==> config.mk <==
export PLATFORM = sky130hd
export DESIGN_NAME = raw_string_literal_delimiter_scanner
export DESIGN_NICKNAME = d
export VERILOG_FILES = /design/src/design/rsl_pkg.sv /design/src/design/rsl_step.sv /design/src/design/raw_string_literal_delimiter_scanner.sv
export SDC_FILE = /design/constraint.sdc
export NUM_CORES = 1
export LEC_CHECK = 0
export BUFFER_PORTS_ARGS = -buffer_cell sky130_fd_sc_hd__buf_4
export CORE_MARGIN = 2
export CORE_UTILIZATION = 55
export DETAILED_ROUTE_END_ITERATION = 12
export HOLD_SLACK_MARGIN = 0.1
export PLACE_DENSITY_LB_ADDON = 0.15
export REMOVE_ABC_BUFFERS = 1
export SYNTH_ARGS = -nofsm -noshare
export SYNTH_HDL_FRONTEND = slang
export SYNTH_SLANG_ARGS = --single-unit
==> constraint.sdc <==
create_clock -name i_clk -period 4.6 [get_ports i_clk]
set_input_delay 0.46 -clock i_clk [delete_from_list [all_inputs] [get_ports i_clk]]
set_output_delay 0.46 -clock i_clk [all_outputs]
set_load 0.05 [all_outputs]
==> src/design/rsl_pkg.sv <==
package rsl_pkg;

    localparam int MAX_HASH   = 31;
    localparam int MAX_LENGTH = 65535;

    localparam int POS_W  = $clog2(MAX_LENGTH + 1);
    localparam int HASH_W = $clog2(MAX_HASH + 1);

    // result field widths are fixed by the interface
    localparam int LEN_W  = 16;
    localparam int HCNT_W = 5;

    localparam logic [7:0] CH_HASH   = 8'h23;
    localparam logic [7:0] CH_QUOTE  = 8'h22;
    localparam logic [7:0] CH_NL     = 8'h0A;
    localparam logic [7:0] CH_BSLASH = 8'h5C;

    localparam logic [1:0] NEED_SINGLE = 2'd1;
    localparam logic [1:0] NEED_MULTI  = 2'd3;

    typedef enum logic [1:0] {
        ST_NONE   = 2'd0,
        ST_TERM   = 2'd1,
        ST_UNTERM = 2'd2,
        ST_OVER   = 2'd3
    } t_status;

    typedef enum logic [3:0] {
        PH_COUNT   = 4'b0001,
        PH_PENDING = 4'b0010,
        PH_SCAN    = 4'b0100,
        PH_DONE    = 4'b1000
    } t_phase;

    typedef struct packed {
        logic [7:0] source_byte;
        logic       last_byte;
    } t_in_item;

    typedef struct packed {
        t_status             scan_status;
        logic [LEN_W-1:0]    literal_length;
        logic [LEN_W-1:0]    content_start;
        logic [HCNT_W-1:0]   hash_count;
        logic                is_multi_line;
    } t_result;

    typedef struct packed {
        logic [1:0]        quote_run;
        logic [HASH_W-1:0] closing_cnt;
        logic [HASH_W-1:0] esc_cnt;
        logic              esc_coll;
        logic              skip;
    } t_scan;

    typedef struct packed {
        t_scan            sc;
        t_status          st;
        logic [POS_W-1:0] len;
    } t_scan_out;

endpackage

==> src/design/rsl_step.sv <==
module rsl_step (
    input  logic                    i_clk,
    input  logic                    i_rst_n,
    input  logic                    i_en,
    input  rsl_pkg::t_in_item       i_item,
    output logic                    o_res_valid,
    output rsl_pkg::t_result        o_res
);

    localparam logic [rsl_pkg::POS_W-1:0] POS_MAX = '1;

    rsl_pkg::t_phase                r_phase,      n_phase;
    logic [rsl_pkg::POS_W-1:0]      r_pos,        n_pos;
    logic [rsl_pkg::HASH_W-1:0]     r_hash_level, n_hash_level;
    rsl_pkg::t_scan                 r_scan,       n_scan;
    logic                           r_ml,         n_ml;
    logic [rsl_pkg::POS_W-1:0]      r_content,    n_content;
    logic                           r_held_valid, n_held_valid;
    rsl_pkg::t_status               r_held_st,    n_held_st;
    logic [rsl_pkg::POS_W-1:0]      r_held_len,   n_held_len;

    function automatic rsl_pkg::t_scan_out scan_byte(
        input logic [7:0]                  b,
        input logic [rsl_pkg::POS_W-1:0]   p,
        input logic                        ml,
        input logic [rsl_pkg::HASH_W-1:0]  h,
        input rsl_pkg::t_scan              sc
    );
        rsl_pkg::t_scan_out         r;
        logic [1:0]                 need;
        logic [rsl_pkg::HASH_W-1:0] cnt;
        logic                       done;
        r      = '0;
        r.sc   = sc;
        r.st   = rsl_pkg::ST_NONE;
        need   = ml ? rsl_pkg::NEED_MULTI : rsl_pkg::NEED_SINGLE;
        cnt    = '0;
        done   = 1'b0;
        if (sc.skip) begin
            r.sc.skip = 1'b0;
            if (!ml && b == rsl_pkg::CH_NL) begin
                r.st  = rsl_pkg::ST_UNTERM;
                r.len = p;
            end
            done = 1'b1;
        end else if (sc.esc_coll) begin
            if (b == rsl_pkg::CH_HASH) begin
                cnt          = sc.esc_cnt + 1'b1;
                r.sc.esc_cnt = cnt;
                if (cnt >= h) begin
                    r.sc.esc_coll = 1'b0;
                    r.sc.skip     = 1'b1;
                end
                done = 1'b1;
            end else begin
                r.sc.esc_coll = 1'b0;
            end
        end
        if (!done) begin
            if (b == rsl_pkg::CH_BSLASH) begin
                r.sc.quote_run   = '0;
                r.sc.closing_cnt = '0;
                if (h == '0) begin
                    r.sc.skip = 1'b1;
                end else begin
                    r.sc.esc_coll = 1'b1;
                    r.sc.esc_cnt  = '0;
                end
            end else if (b == rsl_pkg::CH_NL) begin
                r.sc.quote_run   = '0;
                r.sc.closing_cnt = '0;
                if (!ml) begin
                    r.st  = rsl_pkg::ST_UNTERM;
                    r.len = p;
                end
            end else if (b == rsl_pkg::CH_QUOTE) begin
                if (sc.closing_cnt != '0) begin
                    r.sc.quote_run   = 2'd1;
                    r.sc.closing_cnt = '0;
                end else if (sc.quote_run < need) begin
                    r.sc.quote_run = sc.quote_run + 2'd1;
                end
                if (r.sc.quote_run == need && h == '0) begin
                    r.st  = rsl_pkg::ST_TERM;
                    r.len = p + 1'b1;
                end
            end else if (b == rsl_pkg::CH_HASH) begin
                if (sc.quote_run == need) begin
                    cnt              = sc.closing_cnt + 1'b1;
                    r.sc.closing_cnt = cnt;
                    if (cnt >= h) begin
                        r.st  = rsl_pkg::ST_TERM;
                        r.len = p + 1'b1;
                    end
                end else begin
                    r.sc.quote_run   = '0;
                    r.sc.closing_cnt = '0;
                end
            end else begin
                r.sc.quote_run   = '0;
                r.sc.closing_cnt = '0;
            end
        end
        return r;
    endfunction

    function automatic rsl_pkg::t_result mk_res(
        input rsl_pkg::t_status            st,
        input logic [rsl_pkg::POS_W-1:0]   len,
        input logic [rsl_pkg::POS_W-1:0]   cs,
        input logic [rsl_pkg::HASH_W-1:0]  h,
        input logic                        ml
    );
        rsl_pkg::t_result r;
        r.scan_status    = st;
        r.literal_length = rsl_pkg::LEN_W'(len);
        r.content_start  = rsl_pkg::LEN_W'(cs);
        r.hash_count     = rsl_pkg::HCNT_W'(h);
        r.is_multi_line  = ml;
        return r;
    endfunction

    logic [7:0]                 b;
    logic                       last;
    logic [rsl_pkg::POS_W-1:0]  p_inc;
    logic [rsl_pkg::POS_W-1:0]  k;
    rsl_pkg::t_scan_out         so;
    logic                       go_multi;
    logic                       go_single;
    logic                       held_now;
    rsl_pkg::t_status           held_st_now;
    logic [rsl_pkg::POS_W-1:0]  held_len_now;
    rsl_pkg::t_scan             scan_in;

    assign b     = i_item.source_byte;
    assign last  = i_item.last_byte;
    assign p_inc = r_pos + 1'b1;
    // offset of this byte past the opening quote's position
    assign k     = r_pos - rsl_pkg::POS_W'(r_hash_level);
    assign scan_in = r_scan;

    always_comb begin
        so = scan_byte(b, r_pos, (r_phase == rsl_pkg::PH_SCAN) ? r_ml : 1'b0,
                       r_hash_level, scan_in);
    end

    always_comb begin
        n_phase      = r_phase;
        n_pos        = r_pos;
        n_hash_level = r_hash_level;
        n_scan       = r_scan;
        n_ml         = r_ml;
        n_content    = r_content;
        n_held_valid = r_held_valid;
        n_held_st    = r_held_st;
        n_held_len   = r_held_len;
        o_res_valid  = 1'b0;
        o_res        = mk_res(rsl_pkg::ST_NONE, '0, '0, '0, 1'b0);
        go_multi     = 1'b0;
        go_single    = 1'b0;
        held_now     = r_held_valid;
        held_st_now  = r_held_st;
        held_len_now = r_held_len;

        if (r_phase != rsl_pkg::PH_DONE && r_pos >= rsl_pkg::POS_W'(rsl_pkg::MAX_LENGTH)) begin
            o_res_valid = 1'b1;
            o_res       = mk_res(rsl_pkg::ST_OVER, '0, '0, '0, 1'b0);
        end else begin
            unique case (r_phase)
                rsl_pkg::PH_COUNT: begin
                    if (b == rsl_pkg::CH_HASH) begin
                        if (r_hash_level >= rsl_pkg::HASH_W'(rsl_pkg::MAX_HASH)) begin
                            o_res_valid = 1'b1;
                            o_res       = mk_res(rsl_pkg::ST_OVER, '0, '0, '0, 1'b0);
                        end else begin
                            n_hash_level = r_hash_level + 1'b1;
                            if (last) begin
                                o_res_valid = 1'b1;
                            end
                        end
                    end else if (b == rsl_pkg::CH_QUOTE) begin
                        n_phase      = rsl_pkg::PH_PENDING;
                        n_content    = p_inc;
                        n_ml         = 1'b0;
                        n_scan       = '0;
                        n_held_valid = 1'b0;
                        if (last) begin
                            o_res_valid = 1'b1;
                            o_res = mk_res(rsl_pkg::ST_UNTERM, p_inc, p_inc,
                                           r_hash_level, 1'b0);
                        end
                    end else begin
                        o_res_valid = 1'b1;
                    end
                end
                rsl_pkg::PH_PENDING: begin
                    // single-line scan runs until its first outcome, then is held
                    if (!r_held_valid) begin
                        n_scan = so.sc;
                        if (so.st != rsl_pkg::ST_NONE) begin
                            held_now     = 1'b1;
                            held_st_now  = so.st;
                            held_len_now = so.len;
                        end
                    end
                    n_held_valid = held_now;
                    n_held_st    = held_st_now;
                    n_held_len   = held_len_now;
                    if (k <= rsl_pkg::POS_W'(2)) begin
                        go_single = (b != rsl_pkg::CH_QUOTE);
                    end else if (b == rsl_pkg::CH_NL) begin
                        go_multi = 1'b1;
                    end else if (b == rsl_pkg::CH_HASH || b == rsl_pkg::CH_QUOTE) begin
                        go_single = 1'b1;
                    end
                    if (!go_multi && !go_single && last) begin
                        go_single = 1'b1;
                    end
                    if (go_multi) begin
                        n_phase      = rsl_pkg::PH_SCAN;
                        n_ml         = 1'b1;
                        n_content    = p_inc;
                        n_scan       = '0;
                        n_held_valid = 1'b0;
                        if (last) begin
                            o_res_valid = 1'b1;
                            o_res = mk_res(rsl_pkg::ST_UNTERM, p_inc, p_inc,
                                           r_hash_level, 1'b1);
                        end
                    end else if (go_single) begin
                        n_phase = rsl_pkg::PH_SCAN;
                        if (held_now) begin
                            o_res_valid = 1'b1;
                            o_res = mk_res(held_st_now, held_len_now, r_content,
                                           r_hash_level, 1'b0);
                        end else if (last) begin
                            o_res_valid = 1'b1;
                            o_res = mk_res(rsl_pkg::ST_UNTERM, p_inc, r_content,
                                           r_hash_level, 1'b0);
                        end
                    end
                end
                rsl_pkg::PH_SCAN: begin
                    n_scan = so.sc;
                    if (so.st != rsl_pkg::ST_NONE) begin
                        o_res_valid = 1'b1;
                        o_res = mk_res(so.st, so.len, r_content, r_hash_level, r_ml);
                    end else if (last) begin
                        o_res_valid = 1'b1;
                        o_res = mk_res(rsl_pkg::ST_UNTERM, p_inc, r_content,
                                       r_hash_level, r_ml);
                    end
                end
                rsl_pkg::PH_DONE: begin
                end
                default: begin
                end
            endcase
        end

        if (last) begin
            n_phase      = rsl_pkg::PH_COUNT;
            n_pos        = '0;
            n_hash_level = '0;
            n_scan       = '0;
            n_ml         = 1'b0;
            n_content    = '0;
            n_held_valid = 1'b0;
        end else begin
            if (o_res_valid) begin
                n_phase = rsl_pkg::PH_DONE;
            end
            if (r_pos != POS_MAX) begin
                n_pos = p_inc;
            end
        end
    end

    always_ff @(posedge i_clk) begin
        if (!i_rst_n) begin
            r_phase      <= rsl_pkg::PH_COUNT;
            r_pos        <= '0;
            r_hash_level <= '0;
            r_scan       <= '0;
            r_ml         <= 1'b0;
            r_content    <= '0;
            r_held_valid <= 1'b0;
        end else if (i_en) begin
            r_phase      <= n_phase;
            r_pos        <= n_pos;
            r_hash_level <= n_hash_level;
            r_scan       <= n_scan;
            r_ml         <= n_ml;
            r_content    <= n_content;
            r_held_valid <= n_held_valid;
        end
    end

    always_ff @(posedge i_clk) begin
        if (i_en) begin
            r_held_st  <= n_held_st;
            r_held_len <= n_held_len;
        end
    end

    a_done_silent: assert property (@(posedge i_clk) disable iff (!i_rst_n)
        (i_en && r_phase == rsl_pkg::PH_DONE) |-> !o_res_valid)
        else $error("result produced after the text was already resolved");

    a_hash_bound: assert property (@(posedge i_clk) disable iff (!i_rst_n)
        r_hash_level <= rsl_pkg::HASH_W'(rsl_pkg::MAX_HASH))
        else $error("hash level beyond bound");

    a_over_zero: assert property (@(posedge i_clk) disable iff (!i_rst_n)
        (o_res_valid && (o_res.scan_status == rsl_pkg::ST_OVER
                         || o_res.scan_status == rsl_pkg::ST_NONE))
        |-> (o_res.literal_length == '0 && o_res.content_start == '0
             && o_res.hash_count == '0 && !o_res.is_multi_line))
        else $error("overflow or non-literal result carries nonzero fields");

    a_result_ends: assert property (@(posedge i_clk) disable iff (!i_rst_n)
        (i_en && o_res_valid && !last) |=> r_phase == rsl_pkg::PH_DONE)
        else $error("scanner kept running after a result");

endmodule

==> src/design/raw_string_literal_delimiter_scanner.sv <==
// A byte is taken into the input register; its outcome goes into the result register when that
// register is free or being read, and shows on o_result from there.
// Throughput: one byte per cycle while the output is not stalled; the per-byte step is one pass
// of counter/compare logic between the input register and the result register.
// Reset (i_rst_n low, synchronous): both registers empty, scanner back to counting hashes.
module raw_string_literal_delimiter_scanner (
    input  logic                 i_clk,
    input  logic                 i_rst_n,
    input  logic                 i_in_valid,
    output logic                 o_in_stall,
    input  rsl_pkg::t_in_item    i_in_item,
    output logic                 o_out_valid,
    input  logic                 i_out_stall,
    output rsl_pkg::t_result     o_result
);

    logic               r_in_valid;
    rsl_pkg::t_in_item  r_in;
    logic               r_out_valid;
    rsl_pkg::t_result   r_out;
    logic               adv;
    logic               res_valid;
    rsl_pkg::t_result   res;

    // step the held byte whenever the result register can take its outcome
    assign adv        = r_in_valid && (!r_out_valid || !i_out_stall);
    assign o_in_stall = r_in_valid && !adv;

    rsl_step u_step (
        .i_clk       (i_clk),
        .i_rst_n     (i_rst_n),
        .i_en        (adv),
        .i_item      (r_in),
        .o_res_valid (res_valid),
        .o_res       (res)
    );

    always_ff @(posedge i_clk) begin
        if (!i_rst_n) begin
            r_in_valid <= 1'b0;
        end else begin
            r_in_valid <= (r_in_valid && !adv) || (i_in_valid && !o_in_stall);
        end
    end

    always_ff @(posedge i_clk) begin
        if (i_in_valid && !o_in_stall) begin
            r_in <= i_in_item;
        end
    end

    always_ff @(posedge i_clk) begin
        if (!i_rst_n) begin
            r_out_valid <= 1'b0;
        end else if (adv && res_valid) begin
            r_out_valid <= 1'b1;
        end else if (!i_out_stall) begin
            r_out_valid <= 1'b0;
        end
    end

    always_ff @(posedge i_clk) begin
        if (adv && res_valid) begin
            r_out <= res;
        end
    end

    assign o_out_valid = r_out_valid;
    assign o_result    = r_out;

endmodule

==> metrics.md <==
| Metric | Value |
|---|---|
| Status | `completed` |
| DRC | `0` |
| CTS H-Tree Depth | `4` |
| Final ANT Viol Nets | `0` |
| Multi-input gate area | `4180 µm²` |
| Pwr dens | `302 nW/µm²` |
| CTS sink count | `126` |
| Fillers | `about 1.2k` |
| Final Max Slew Viols | `0` |
| Cell Area, Synth | `about 7700 µm²` |
| Post-place setup slack | `roughly 0.26 ns` |
| Final min period | `4.34 ns` |
| Clk_skew | `0.00755 ns` |
| Ranking of synthesized cells by area | `edfxtp_1, dfxtp_1, a21oi_1` |
| Largest net degree at the start of global routing | `between 60 and 70` |
| Syn Inst Count | `between 800 and 900` |
| Worst-path maximum fanout | `13` |
| Ports | `55` |
| Gr ovfl total | `0` |
| Top_reg_cell synth | `edfxtp_1` |
| Net Sw Frac | `0.264` |
| Synth top area share | `0.262` |
| Input/output buffers | `54` |
| Peak VDD IR | `247 µV` |
| Gr usage total | `0.322` |
| Chip width | `~120 µm` |
| Synth area leader | `edfxtp_1` |
| # diodes | `0` |
| Initial Util | `0.558` |
| Critical path's slowest cell | `or4b_2` |
| Total power | `2.67 mW` |
| Yosys reg bits | `about 130` |
| Worst Path Required | `around 4.9 ns` |
| Register area | `about 3200 µm²` |
| Min-Delay Path Class | `input port to flip-flop` |
| Initial antenna violation count | `0` |
| Pint | `just under 2 mW` |
| Clk buf depth | `2` |
| Cell variety after synth | `between 70 and 80` |
| P_sw | `about 0.70 mW` |
| Seq/Total Area, Yosys | `0.416` |
| Syn_area_per_cell | `8.87 µm²` |
| Post-DP Area | `around 8300 µm²` |
| Clk slew on worst S/H paths | `roughly 0.06 ns` |
| Unrepaired setup endpoints after global routing | `no` |
| Vias in the first global route | `just under 7k` |
| Fin util | `0.643` |
| Die Span Y | `122 µm` |
| Yosys warning total | `0` |
| Final period utilization | `0.943` |
| CTS Root Cell | `clkbuf_16` |
| Nets | `around 950` |
| Async set-reset flop share out of synthesis | `0` |
| Vias per std cell | `6.67` |
| CP peak stage delay | `around 0.65 ns` |
| Fmax | `230 MHz` |
| Critical path endpoint category | `flip-flop` |
| DRT iter0 DRCs | `982` |
| Post-route cell area | `between 8000 and 9000 µm²` |
| Global-route wire length before repair | `approximately 37000 µm` |
| LEAKAGE | `3.23 nW` |
| Final Hold Fails | `0` |
| Max-Cap Viols | `0` |
| Rows | `43` |
| Number of flops mapped to enable cells by yosys | `67` |
| DR WL/cell | `roughly 21 µm` |
| CTS tree | `done` |
| Final WL | `23200 µm` |
| Least-Margin Pin Slew | `approximately 1.1 ns` |
| Clk pwr share | `0.453` |
| Worst setup margin | `roughly 0.26 ns` |
| GPL Wtd Cong | `a little under 1` |
| Final Setup Violations | `0` |
| Clock latency on the worst-skew pair | `between 0.4 and 0.5 ns` |
| Worst hold slack | `0.203 ns` |
| Die area | `between 10000 and 15000 µm²` |
| Via count | `around 7.4k` |
| Hold_buf cts | `0` |
| Sequential power share | `0.457` |
| Critical Path Source Type | `flip-flop` |
| Worst EP arrival | `4.64 ns` |
| Share of layout cells above drive strength 1 | `0.145` |
| Relative slew slack | `0.286` |
| DP HPWL | `16600 µm` |
| Pre-antenna DRT Iters | `7` |
| Core footprint | `13800 µm²` |
| Cts bufs inserted | `17` |
| CP Cell Sequence | `or4b_1 > nor2_2 > inv_1 > ha_1 > or4b_2 > a21oi_1 > o32ai_1 > o221a_2 > nor2_2 > nor2_1 > o32ai_1 > and2_1 > buf_4 > a22o_1` |
| Area grow syn2layout | `15.3%` |
| Combinational power share | `0.090` |
| Critical path class | `flip-flop to flip-flop` |
-- cell type report --
type | instances | area share
clock buffers | 19 | 0.0489
repair buffers | 82 | 0.0710
multi-input cells | 658 | 0.473
clock inverters | 13 | 0.0103
well taps | 180 | 0.0254
inverters | 26 | 0.0110
flip-flops and latches | 126 | 0.361
-- placed cells by master (no fill, tap or decap), types with 13 or more instances in the layout --
master	netlist	routed
a21oi_1	63	63
and2_1	14	14
and3_1	15	15
buf_4	0	81
clkbuf_16	0	17
dfxtp_1	59	59
edfxtp_1	67	67
ha_1	23	23
inv_1	26	26
nand2_1	80	79
nand2b_1	14	14
nand3_1	18	18
nor2_1	57	56
nor2b_1	37	37
nor3_1	46	46
o21ai_0	46	46
xnor2_1	13	13
-- worst max-delay path: cells and delay by family (launching register included) --
family	cells	cell delay (ns)
AO/OA/AOI/OAI	5	1.27
adder cells (fa/ha/maj)	1	0.35
buffers and inverters	2	0.28
flip-flops	1	0.35
AND/OR/NAND/NOR	6	1.95
-- routing by layer --
| layer | GRT usage | vias to the layer above | routed length (µm) |
|---|---|---|---|
| li1 | - | 3362 | - |
| met1 | 0.459 | 3481 | 9950 |
| met2 | 0.478 | 455 | 10100 |
| met3 | 0.0679 | 68 | 2520 |
| met4 | 0.126 | 0 | 691 |
| met5 | 0 | - | 0 |
-- power by group through the flow --
stage | registers (mW) | clock network [mW] | logic, mW
4_1_cts | 1.22 | 1.22 | 0.237
3_5_place_dp | 1.24 | 0 | 0.236
2_1_floorplan | 1.30 | 0 | 0.0889
6_report | 1.22 | 1.21 | 0.241
3_3_place_gp | 1.24 | 0 | 0.234
5_1_grt | 1.22 | 1.27 | 0.256
-- Yosys cell counts, drive strengths merged, types with 7 or more instances --
cell type / count
or3: 9
nand2: 80
edfxtp: 67
o2bb2ai: 10
o21ai: 48
o31ai: 10
and2: 14
a21boi: 13
xor2: 9
nand3: 18
a22oi: 7
buf: 8
nand4: 9
o21a: 10
inv: 26
nand2b: 14
a22o: 8
a31oi: 10
nor3: 49
clkbuf: 48
nor2b: 37
a21oi: 63
o211ai: 10
o32ai: 7
a21o: 8
a211o: 10
ha: 23
xnor2: 13
and3: 15
dfxtp: 59
nor2: 59
-- flip-flops by register name, indices dropped and copies added (netlist names) --
register / flops
r_in_valid: 1
u_step.r_scan: 14
r_in: 9
u_step.r_phase: 4
u_step.r_content: 16
u_step.r_held_len: 16
u_step.r_held_valid: 1
u_step.r_hash_level: 5
u_step.r_pos: 16
o_result: 40
u_step.r_held_st: 2
u_step.r_ml: 1
o_out_valid: 1
-- metrics by stage --
| stage | cells | setup TNS (ns) |
|---|---|---|
| global route | 1104 | 0 |
| finish | 1104 | 0 |
| CTS | 1104 | 0 |
| detailed placement | 1072 | 0 |
| global placement | 1072 | 0 |
| floorplan | 810 | -9.63 |
-- worst paths after layout --
kind	startpoint	to	slack [ns]	depth (start not counted)
hold reg to reg	u_step.r_scan[1]$_SDFFE_PN0P_	u_step.r_scan[1]$_SDFFE_PN0P_	0.49	2
hold / removal	i_in_item[8]	r_in[8]$_DFFE_PP_	0.20	1
setup / recovery	u_step.r_phase[3]$_SDFFE_PN0P_	o_result[19]$_SDFFCE_PP0P_	0.26	14
setup reg to reg	u_step.r_phase[3]$_SDFFE_PN0P_	o_result[19]$_SDFFCE_PP0P_	0.26	14
-- cell families (layout without fill, tap and decap cells) --
family	Yosys count	after routing	synth area share
DFF	126	126	0.416
adders and majority gates	24	24	0.0401
xor gates and xnor gates	22	22	0.0251
muxes	3	3	0.00424
AOI/OAI and AO/OA	267	267	0.240
and+or+nand+nor	342	342	0.234
buffers and inverters	82	140	0.0409
-- timing repair --
action                     in CTS  in global routing
setup endpoints to repair       0                  2
resized for setup               0                  2
setup buffers                   0                  0
Note: power is estimated with default switching activity, not from simulation.
